<file path="src/hw/rtl/drds_pkg.sv">
`timescale 1ns / 1ps
// ----------------------------------------------------------------------------
// drds_pkg
// Shared types and constants for the damage rectangle set.
// ----------------------------------------------------------------------------
package drds_pkg;

    localparam int MAX_RECTS = 8;
    localparam int IDX_W = (MAX_RECTS > 1) ? $clog2(MAX_RECTS) : 1;
    localparam int CNT_W = $clog2(MAX_RECTS + 1);

    localparam logic [1:0] CMD_ADD   = 2'd0;
    localparam logic [1:0] CMD_CLEAR = 2'd1;
    localparam logic [1:0] CMD_READ  = 2'd2;

    typedef struct packed {
        logic signed [15:0] x;
        logic signed [15:0] y;
        logic [16:0]        w;
        logic [16:0]        h;
    } box_t;

endpackage

</file>
<file path="src/hw/rtl/drds_req_if.sv">
`timescale 1ns / 1ps
// ----------------------------------------------------------------------------
// drds_req_if
// Command channel: valid/ready plus one command word.
// ----------------------------------------------------------------------------
interface drds_req_if;
    logic               valid;
    logic               ready;
    logic [1:0]         cmd;
    logic signed [15:0] rect_x;
    logic signed [15:0] rect_y;
    logic signed [15:0] rect_w;
    logic signed [15:0] rect_h;
    logic [2:0]         entry_index;

    modport source (output valid, cmd, rect_x, rect_y, rect_w, rect_h, entry_index,
                    input ready);
    modport sink (input valid, cmd, rect_x, rect_y, rect_w, rect_h, entry_index,
                  output ready);
endinterface

</file>
<file path="src/hw/rtl/drds_rsp_if.sv">
`timescale 1ns / 1ps
// ----------------------------------------------------------------------------
// drds_rsp_if
// Result channel: valid/ready plus one result word.
// ----------------------------------------------------------------------------
interface drds_rsp_if;
    logic               valid;
    logic               ready;
    logic               bounds_valid;
    logic signed [15:0] bound_x;
    logic signed [15:0] bound_y;
    logic [16:0]        bound_w;
    logic [16:0]        bound_h;
    logic [31:0]        total_area;
    logic [3:0]         rect_count;
    logic signed [15:0] entry_x;
    logic signed [15:0] entry_y;
    logic [16:0]        entry_w;
    logic [16:0]        entry_h;

    modport source (output valid, bounds_valid, bound_x, bound_y, bound_w, bound_h,
                    total_area, rect_count, entry_x, entry_y, entry_w, entry_h,
                    input ready);
    modport sink (input valid, bounds_valid, bound_x, bound_y, bound_w, bound_h,
                  total_area, rect_count, entry_x, entry_y, entry_w, entry_h,
                  output ready);
endinterface

</file>
<file path="src/hw/rtl/drds_alu.sv">
`timescale 1ns / 1ps
// ----------------------------------------------------------------------------
// drds_alu
// Shared box unit: touch test, bounding-box merge, registered area multiplier.
// ----------------------------------------------------------------------------
module drds_alu
    import drds_pkg::*;
(
    input  logic        clk,
    input  box_t        a,
    input  box_t        b,
    input  logic [16:0] mul_a,
    input  logic [16:0] mul_b,
    output logic        touch,
    output box_t        merged,
    output logic [31:0] product
);

    logic signed [17:0] ax, ay, bx, by, ar, ab, br, bb, rmax, bmax, mx, my;
    logic [33:0]        prod_full;
    logic [31:0]        prod_reg;

    assign ax = {{2{a.x[15]}}, a.x};
    assign ay = {{2{a.y[15]}}, a.y};
    assign bx = {{2{b.x[15]}}, b.x};
    assign by = {{2{b.y[15]}}, b.y};
    assign ar = ax + {1'b0, a.w};
    assign ab = ay + {1'b0, a.h};
    assign br = bx + {1'b0, b.w};
    assign bb = by + {1'b0, b.h};

    // closed edges: sharing a border counts
    assign touch = !((ar < bx) || (br < ax) || (ab < by) || (bb < ay));

    assign rmax = (ar > br) ? ar : br;
    assign bmax = (ab > bb) ? ab : bb;
    assign mx   = (bx < ax) ? bx : ax;
    assign my   = (by < ay) ? by : ay;

    assign merged.x = mx[15:0];
    assign merged.y = my[15:0];
    assign merged.w = 17'(rmax - mx);
    assign merged.h = 17'(bmax - my);

    assign prod_full = mul_a * mul_b;

    always_ff @(posedge clk)
    begin
        prod_reg <= prod_full[31:0];
    end

    assign product = prod_reg;

endmodule

</file>
<file path="src/hw/rtl/dirty_rect_damage_set_top.sv">
`timescale 1ns / 1ps
// ----------------------------------------------------------------------------
// dirty_rect_damage_set_top
// Bounded list of disjoint damage rectangles with merge-on-add.
// ----------------------------------------------------------------------------
// Usage:
//   req carries one command word: add (rect_x/y/w/h), clear, or read of
//   entry_index. rsp returns exactly one word per command: overall bounds,
//   entry count, total area (mod 2^32) and, for a read, the chosen entry.
//   Both channels use valid/ready; a word moves when both are high.
// Operation:
//   The block takes one command at a time; req.ready is high only while idle.
//   The next command can be taken in the cycle after the result has been
//   delivered. An add scans the list with one shared merge unit, one entry
//   per cycle while nothing touches; each absorbed entry is followed by a
//   swap-remove, and a pass that absorbed anything is followed by a full
//   rescan. A full list adds a waste search through the single shared
//   multiplier (steps WM, WS and WC per entry), with setup before it and
//   a fold into the least-waste entry after it. Append, summary pass and
//   result follow at the end.
// Reset:
//   rst_n clears the entry count and the sequencer; slot contents are don't
//   care until written. No clearing pass is needed.
// Stall:
//   The result holds in its register while rsp.ready is low; no new command
//   is taken until the result has been delivered.
// ----------------------------------------------------------------------------
module dirty_rect_damage_set_top
    import drds_pkg::*;
(
    input  logic  clk,
    input  logic  rst_n,
    drds_req_if.sink   req,
    drds_rsp_if.source rsp
);

    localparam logic [3:0] ST_IDLE  = 4'd0;
    localparam logic [3:0] ST_ABS   = 4'd1;   // absorb scan
    localparam logic [3:0] ST_REM   = 4'd2;   // swap-remove
    localparam logic [3:0] ST_WACC  = 4'd3;   // area of acc
    localparam logic [3:0] ST_WACCR = 4'd4;
    localparam logic [3:0] ST_WM    = 4'd5;   // merged area of slot i
    localparam logic [3:0] ST_WS    = 4'd6;   // area of slot i
    localparam logic [3:0] ST_WC    = 4'd7;   // waste compare
    localparam logic [3:0] ST_WMRG  = 4'd8;   // merge with least-waste slot
    localparam logic [3:0] ST_APP   = 4'd9;
    localparam logic [3:0] ST_RD    = 4'd10;
    localparam logic [3:0] ST_SUM   = 4'd11;  // bounds and area pass
    localparam logic [3:0] ST_OUT   = 4'd12;

    // control
    logic [3:0]       state_reg, state_next;
    logic [CNT_W-1:0] count_reg, count_next;
    logic [CNT_W-1:0] i_reg, i_next;
    logic             again_reg, again_next;
    logic             phase_reg, phase_next;
    logic             rem_best_reg, rem_best_next;

    // datapath
    box_t             acc_reg, acc_next;
    box_t             bnd_reg, bnd_next;
    box_t             ent_reg, ent_next;
    logic [31:0]      total_reg, total_next;
    logic [31:0]      best_reg, best_next;
    logic [IDX_W-1:0] best_idx_reg, best_idx_next;
    logic [31:0]      acc_area_reg, acc_area_next;
    logic [31:0]      m_area_reg, m_area_next;
    logic [2:0]       idx_reg, idx_next;

    box_t             slot_reg [MAX_RECTS];
    logic             slot_we;
    logic [IDX_W-1:0] slot_wa;
    box_t             slot_wd;
    logic [IDX_W-1:0] rd_addr;
    box_t             slot_rd;

    box_t             alu_a;
    logic             touch;
    box_t             merged;
    logic [16:0]      mul_a, mul_b;
    logic [31:0]      product;
    logic [31:0]      waste;
    box_t             in_box;

    assign in_box.x = req.rect_x;
    assign in_box.y = req.rect_y;
    assign in_box.w = {1'b0, req.rect_w};
    assign in_box.h = {1'b0, req.rect_h};

    // single read port into the slot table
    always_comb
    begin
        unique case (state_reg)
            ST_REM:  rd_addr = count_reg[IDX_W-1:0];
            ST_WMRG: rd_addr = best_idx_reg;
            ST_RD:   rd_addr = IDX_W'(idx_reg);
            default: rd_addr = i_reg[IDX_W-1:0];
        endcase
    end

    assign slot_rd = slot_reg[rd_addr];
    assign alu_a   = (state_reg == ST_SUM) ? bnd_reg : acc_reg;

    always_comb
    begin
        unique case (state_reg)
            ST_WACC:
            begin
                mul_a = acc_reg.w;
                mul_b = acc_reg.h;
            end
            ST_WM:
            begin
                mul_a = merged.w;
                mul_b = merged.h;
            end
            default:
            begin
                mul_a = slot_rd.w;
                mul_b = slot_rd.h;
            end
        endcase
    end

    drds_alu u_alu (
        .clk     (clk),
        .a       (alu_a),
        .b       (slot_rd),
        .mul_a   (mul_a),
        .mul_b   (mul_b),
        .touch   (touch),
        .merged  (merged),
        .product (product)
    );

    assign waste = m_area_reg - acc_area_reg - product;

    always_comb
    begin
        state_next    = state_reg;
        count_next    = count_reg;
        i_next        = i_reg;
        again_next    = again_reg;
        phase_next    = phase_reg;
        rem_best_next = rem_best_reg;
        acc_next      = acc_reg;
        bnd_next      = bnd_reg;
        ent_next      = ent_reg;
        total_next    = total_reg;
        best_next     = best_reg;
        best_idx_next = best_idx_reg;
        acc_area_next = acc_area_reg;
        m_area_next   = m_area_reg;
        idx_next      = idx_reg;
        slot_we       = 1'b0;
        slot_wa       = i_reg[IDX_W-1:0];
        slot_wd       = slot_rd;

        unique case (state_reg)
            ST_IDLE:
            begin
                if (req.valid)
                begin
                    acc_next   = in_box;
                    idx_next   = req.entry_index;
                    ent_next   = '0;
                    bnd_next   = '0;
                    total_next = '0;
                    i_next     = '0;
                    again_next = 1'b0;
                    phase_next = 1'b0;
                    rem_best_next = 1'b0;
                    state_next = ST_SUM;
                    if (req.cmd == CMD_ADD)
                    begin
                        if (req.rect_w > 16'sd0 && req.rect_h > 16'sd0)
                            state_next = ST_ABS;
                    end
                    else if (req.cmd == CMD_CLEAR)
                        count_next = '0;
                    else if (req.cmd == CMD_READ)
                        state_next = ST_RD;
                end
            end
            ST_ABS:
            begin
                if (i_reg < count_reg)
                begin
                    if (touch)
                    begin
                        acc_next   = merged;
                        count_next = count_reg - CNT_W'(1);
                        state_next = ST_REM;
                    end
                    else
                        i_next = i_reg + CNT_W'(1);
                end
                else if (again_reg)
                begin
                    i_next     = '0;
                    again_next = 1'b0;
                end
                else if (!phase_reg && count_reg == CNT_W'(MAX_RECTS))
                    state_next = ST_WACC;
                else
                    state_next = ST_APP;
            end
            ST_REM:
            begin
                // last entry moves into the freed slot
                slot_we = 1'b1;
                slot_wa = i_reg[IDX_W-1:0];
                slot_wd = slot_rd;
                state_next = ST_ABS;
                if (rem_best_reg)
                begin
                    rem_best_next = 1'b0;
                    phase_next    = 1'b1;
                    i_next        = '0;
                    again_next    = 1'b0;
                end
                else
                    again_next = 1'b1;
            end
            ST_WACC:
                state_next = ST_WACCR;
            ST_WACCR:
            begin
                acc_area_next = product;
                i_next        = '0;
                best_next     = '1;
                best_idx_next = '0;
                state_next    = ST_WM;
            end
            ST_WM:
                state_next = ST_WS;
            ST_WS:
            begin
                m_area_next = product;
                state_next  = ST_WC;
            end
            ST_WC:
            begin
                if (waste < best_reg)
                begin
                    best_next     = waste;
                    best_idx_next = i_reg[IDX_W-1:0];
                end
                i_next = i_reg + CNT_W'(1);
                if (i_reg + CNT_W'(1) == count_reg)
                    state_next = ST_WMRG;
                else
                    state_next = ST_WM;
            end
            ST_WMRG:
            begin
                acc_next      = merged;
                count_next    = count_reg - CNT_W'(1);
                i_next        = CNT_W'(best_idx_reg);
                rem_best_next = 1'b1;
                state_next    = ST_REM;
            end
            ST_APP:
            begin
                slot_we    = 1'b1;
                slot_wa    = count_reg[IDX_W-1:0];
                slot_wd    = acc_reg;
                count_next = count_reg + CNT_W'(1);
                i_next     = '0;
                state_next = ST_SUM;
            end
            ST_RD:
            begin
                if (8'(idx_reg) < 8'(count_reg))
                    ent_next = slot_rd;
                i_next     = '0;
                state_next = ST_SUM;
            end
            ST_SUM:
            begin
                // product belongs to the slot read in the cycle before
                if (i_reg != '0)
                    total_next = total_reg + product;
                if (i_reg < count_reg)
                begin
                    bnd_next = (i_reg == '0) ? slot_rd : merged;
                    i_next   = i_reg + CNT_W'(1);
                end
                else
                    state_next = ST_OUT;
            end
            ST_OUT:
            begin
                if (rsp.ready)
                    state_next = ST_IDLE;
            end
            default:
                state_next = ST_IDLE;
        endcase
    end

    always_ff @(posedge clk or negedge rst_n)
    begin
        if (!rst_n)
        begin
            state_reg    <= ST_IDLE;
            count_reg    <= '0;
            i_reg        <= '0;
            again_reg    <= 1'b0;
            phase_reg    <= 1'b0;
            rem_best_reg <= 1'b0;
        end
        else
        begin
            state_reg    <= state_next;
            count_reg    <= count_next;
            i_reg        <= i_next;
            again_reg    <= again_next;
            phase_reg    <= phase_next;
            rem_best_reg <= rem_best_next;
        end
    end

    always_ff @(posedge clk)
    begin
        acc_reg      <= acc_next;
        bnd_reg      <= bnd_next;
        ent_reg      <= ent_next;
        total_reg    <= total_next;
        best_reg     <= best_next;
        best_idx_reg <= best_idx_next;
        acc_area_reg <= acc_area_next;
        m_area_reg   <= m_area_next;
        idx_reg      <= idx_next;
        if (slot_we)
            slot_reg[slot_wa] <= slot_wd;
    end

    assign req.ready        = (state_reg == ST_IDLE);
    assign rsp.valid        = (state_reg == ST_OUT);
    assign rsp.bounds_valid = (count_reg != '0);
    assign rsp.bound_x      = bnd_reg.x;
    assign rsp.bound_y      = bnd_reg.y;
    assign rsp.bound_w      = bnd_reg.w;
    assign rsp.bound_h      = bnd_reg.h;
    assign rsp.total_area   = total_reg;
    assign rsp.rect_count   = 4'(count_reg);
    assign rsp.entry_x      = ent_reg.x;
    assign rsp.entry_y      = ent_reg.y;
    assign rsp.entry_w      = ent_reg.w;
    assign rsp.entry_h      = ent_reg.h;

endmodule

</file>
<file path="src/flat_wrapper.sv">
// flat-port wrapper written by rule: the top's interface ports become plain ports
module dirty_rect_damage_set_top_flat import drds_pkg::*;
  (clk, rst_n, req_valid, req_cmd, req_rect_x, req_rect_y, req_rect_w, req_rect_h, req_entry_index, req_ready, rsp_valid, rsp_bounds_valid, rsp_bound_x, rsp_bound_y, rsp_bound_w, rsp_bound_h, rsp_total_area, rsp_rect_count, rsp_entry_x, rsp_entry_y, rsp_entry_w, rsp_entry_h, rsp_ready);
  drds_req_if req_i ();
  drds_rsp_if rsp_i ();
  input  logic clk;
  input  logic rst_n;
  input wire logic [$bits(req_i.valid)-1:0] req_valid;
  input wire logic [$bits(req_i.cmd)-1:0] req_cmd;
  input wire logic [$bits(req_i.rect_x)-1:0] req_rect_x;
  input wire logic [$bits(req_i.rect_y)-1:0] req_rect_y;
  input wire logic [$bits(req_i.rect_w)-1:0] req_rect_w;
  input wire logic [$bits(req_i.rect_h)-1:0] req_rect_h;
  input wire logic [$bits(req_i.entry_index)-1:0] req_entry_index;
  output wire logic [$bits(req_i.ready)-1:0] req_ready;
  output wire logic [$bits(rsp_i.valid)-1:0] rsp_valid;
  output wire logic [$bits(rsp_i.bounds_valid)-1:0] rsp_bounds_valid;
  output wire logic [$bits(rsp_i.bound_x)-1:0] rsp_bound_x;
  output wire logic [$bits(rsp_i.bound_y)-1:0] rsp_bound_y;
  output wire logic [$bits(rsp_i.bound_w)-1:0] rsp_bound_w;
  output wire logic [$bits(rsp_i.bound_h)-1:0] rsp_bound_h;
  output wire logic [$bits(rsp_i.total_area)-1:0] rsp_total_area;
  output wire logic [$bits(rsp_i.rect_count)-1:0] rsp_rect_count;
  output wire logic [$bits(rsp_i.entry_x)-1:0] rsp_entry_x;
  output wire logic [$bits(rsp_i.entry_y)-1:0] rsp_entry_y;
  output wire logic [$bits(rsp_i.entry_w)-1:0] rsp_entry_w;
  output wire logic [$bits(rsp_i.entry_h)-1:0] rsp_entry_h;
  input wire logic [$bits(rsp_i.ready)-1:0] rsp_ready;
  assign req_i.valid = req_valid;
  assign req_i.cmd = req_cmd;
  assign req_i.rect_x = req_rect_x;
  assign req_i.rect_y = req_rect_y;
  assign req_i.rect_w = req_rect_w;
  assign req_i.rect_h = req_rect_h;
  assign req_i.entry_index = req_entry_index;
  assign req_ready = req_i.ready;
  assign rsp_valid = rsp_i.valid;
  assign rsp_bounds_valid = rsp_i.bounds_valid;
  assign rsp_bound_x = rsp_i.bound_x;
  assign rsp_bound_y = rsp_i.bound_y;
  assign rsp_bound_w = rsp_i.bound_w;
  assign rsp_bound_h = rsp_i.bound_h;
  assign rsp_total_area = rsp_i.total_area;
  assign rsp_rect_count = rsp_i.rect_count;
  assign rsp_entry_x = rsp_i.entry_x;
  assign rsp_entry_y = rsp_i.entry_y;
  assign rsp_entry_w = rsp_i.entry_w;
  assign rsp_entry_h = rsp_i.entry_h;
  assign rsp_i.ready = rsp_ready;
  dirty_rect_damage_set_top u_core (.clk(clk), .rst_n(rst_n), .req(req_i), .rsp(rsp_i));
endmodule
</file>
<file path="config.mk">
export PLATFORM = sky130hd
export DESIGN_NAME = dirty_rect_damage_set_top_flat
export DESIGN_NICKNAME = d
export VERILOG_FILES = /design/src/hw/rtl/drds_pkg.sv /design/src/hw/rtl/drds_req_if.sv /design/src/hw/rtl/drds_rsp_if.sv /design/src/hw/rtl/drds_alu.sv /design/src/hw/rtl/dirty_rect_damage_set_top.sv /design/src/flat_wrapper.sv
export SDC_FILE = /design/constraint.sdc
export NUM_CORES = 2
export LEC_CHECK = 0
export BUFFER_PORTS_ARGS = -buffer_cell sky130_fd_sc_hd__buf_2
export CORE_UTILIZATION = 59
export CTS_BUF_LIST = sky130_fd_sc_hd__clkbuf_2
export CTS_CLUSTER_SIZE = 16
export DETAILED_ROUTE_END_ITERATION = 8
export PLACE_DENSITY = 0.86
export SLEW_MARGIN = 5
export SYNTH_ARGS = -nofsm -noshare
export SYNTH_HDL_FRONTEND = slang
export SYNTH_SLANG_ARGS = --single-unit
export TNS_END_PERCENT = 10
</file>
<file path="constraint.sdc">
create_clock -name clk -period 18.5 [get_ports clk]
set_input_delay 3.7 -clock clk [delete_from_list [all_inputs] [get_ports clk]]
set_output_delay 3.7 -clock clk [all_outputs]
set_load 0.1 [all_outputs]
</file>
==> results.json <==
{
  "outcome": "finished with violations",
  "violations": "design-rule violations",
  "synth-async-reset-ratio": 0.0165,
  "slew_headroom": 0.0389,
  "period_share": 0.929,
  "multi_input_area_mm2": 0.0295,
  "cp.required_ps": 19960,
  "crit_slowest_cell": "dfrtp_1",
  "seq_area_mm2": 0.0268,
  "ys_types": 87,
  "hold_depth": 1,
  "r2r_cells": 63,
  "gp_congestion": 1.05,
  "chipWidth_um": 319,
  "worst-path-max-fanout": 54,
  "cts_tree": "yes",
  "synthFlopType": "edfxtp_1",
  "wl_mm": 183,
  "drt_iter0_drc": 6849,
  "synth_top_area_share": 0.437,
  "yosysTopAreaCell": "edfxtp_1",
  "largest_reg_flops": 528,
  "setup_tns_ps": 0,
  "setup_viol": 0,
  "placement.io_buffers": 243,
  "via_count": 48700,
  "utilization": 0.650,
  "final_cell_mix": "nand2_1, edfxtp_1, inv_1",
  "synth_simple_gate_area_frac": 0.176,
  "grt_pass1_vias": 47400,
  "placementRows": 115,
  "grt_pass1_wl_mm": 275,
  "cpPeakStageDelay_ps": 920,
  "grtUsageTotal": 0.357,
  "grt_max_degree": 133,
  "post-cts-setup-buffers": 0,
  "synthTopCellsByArea": "edfxtp_1, ha_1, fa_1, nand2_1, inv_1",
  "hold_buffers": 0,
  "cts_buffers": 222,
  "area_delta_synth_final_pct": 8.63,
  "via_per_inst": 6.28,
  "hold_viol": 0,
  "grt_antenna_before_repair": 15,
  "worst_slew_pin_slew_ps": 1430,
  "io_pins": 244,
  "clockRootBuffer": "clkbuf_2",
  "fin_worst_skew_ps": 184,
  "fmax_ghz": 0.0582,
  "cts-resized-gates": 0,
  "syn-num-nets": 6731,
  "drive_above_1_share": 0.123,
  "rsz0062_at_grt": "no",
  "cts_max_level": 4,
  "overflow": 0,
  "yosys_warnings": 0,
  "fillCellCount": 7332,
  "drtPass1Iterations": 9,
  "fp.coreArea_mm2": 0.0989,
  "nets": 7062,
  "postRouteAntennaNets": 0,
  "clock-sinks": 907,
  "layout_commonest_cell": "nand2_1",
  "avgSynthCellArea_um2": 9.92,
  "crit_type": "reg -> reg",
  "drc_errors": 5,
  "synthCells": 5960,
  "critPathArrivalTime_ps": 18640,
  "post_drt_wl_per_cell_um": 23.6,
  "start_util": 0.598,
  "start_kind": "flop",
  "synthAdderAreaFrac": 0.181,
  "max_cap_violations": 0,
  "final.min_clock_period_ps": 17180,
  "endpoint_kind": "flop",
  "synth_seq_area_share": 0.454,
  "cts.path.max_buffers": 3,
  "syn_area_mm2": 0.0591,
  "clk_latency_ps": 1700,
  "hpwl_mm": 130,
  "die-area_mm2": 0.101,
  "synth_edf_count": 860,
  "clkTransAtPathRegs_ps": 120,
  "muxShareOfSynthArea": 0.0179,
  "synth_compound_area_frac": 0.0932,
  "synthXorXnorAreaFrac": 0.0269,
  "ys_ff_latch": 907,
  "die_y_um": 319,
  "synth_top_family_by_area": "adder cells",
  "slew_viol_final": 0,
  "hold_class": "reg -> reg"
}
==> metal layers <==
metal | vias to the layer above | global-route usage | part of all wire
met1 | 22900 | 0.443 | 0.35
met4 | 10 | 0.236 | 0.073
li1 | 21300 | - | -
met2 | 3693 | 0.537 | 0.44
met3 | 813 | 0.115 | 0.14
met5 | - | 0 | 0.00036
==> per-stage QoR <==
step           setup slack, ps  std cells  instance area [um^2]  hold slack [ps]
6_report                  1320       7758                 64200              491
5_1_grt                    193       7758                 64200              521
4_1_cts                   1520       7752                 64200              488
3_5_place_dp              1570       7353                 62100              493
3_3_place_gp              2150       7353                 62100              490
2_1_floorplan             2340       5960                 59100              452
==> cells by family (layout without fill, tap and decap cells) <==
family | Yosys count | in the layout
flops | 907 | 907
mux | 97 | 97
xor+xnor | 180 | 180
fa+ha+maj | 698 | 698
simple gates | 2404 | 2405
other cells | 0 | 5
compound gates | 888 | 888
buf+inv | 786 | 1291
==> final timing paths <==
kind,start,slack (ps),to
min in group asynchronous,rst_n,2020,u_core.i_reg[1]
min,u_core.rem_best_reg,490,u_core.again_reg
min reg2reg,u_core.rem_best_reg,490,u_core.again_reg
max reg2reg,u_core.state_reg[3],1320,u_core.u_alu.product[31]
max,u_core.state_reg[3],1320,u_core.u_alu.product[31]
max in group asynchronous,rst_n,16180,u_core.state_reg[0]
==> Yosys cell counts (all sizes together) (40+ instances only) <==
| cell | number |
|---|---|
| edfxtp | 860 |
| and2 | 51 |
| buf | 72 |
| nand2b | 93 |
| ha | 436 |
| fa | 262 |
| nand2 | 1165 |
| nor2b | 53 |
| mux2i | 59 |
| xnor2 | 133 |
| o21a | 40 |
| nor2 | 497 |
| clkbuf | 169 |
| nand3 | 339 |
| inv | 545 |
| a21oi | 295 |
| a21o | 83 |
| xor2 | 46 |
| nor3 | 90 |
| o21ai | 223 |
==> worst max-delay path: cells and delay by family, from the launching register on <==
kind | cells | cell delay (ps)
compound gates | 26 | 5750
fa+ha+maj | 10 | 4430
simple gates | 15 | 3040
buf+inv | 7 | 1260
xor+xnor | 3 | 940
flops | 1 | 920
mux | 2 | 610
==> layout make-up <==
cell class / instances / share of cell area
Timing Repair Buffer: 347 / 0.0319
Tap cell: 1287 / 0.0251
Sequential cell: 907 / 0.418
Inverter: 545 / 0.0319
Clock inverter: 89 / 0.00867
Clock buffer: 310 / 0.0242
Antenna cell: 5 / 0.000195
Multi-Input combinational cell: 4268 / 0.460
Power is not shown: default switching activity piles up to over one toggle a cycle in this logic, so the estimate is an artifact.
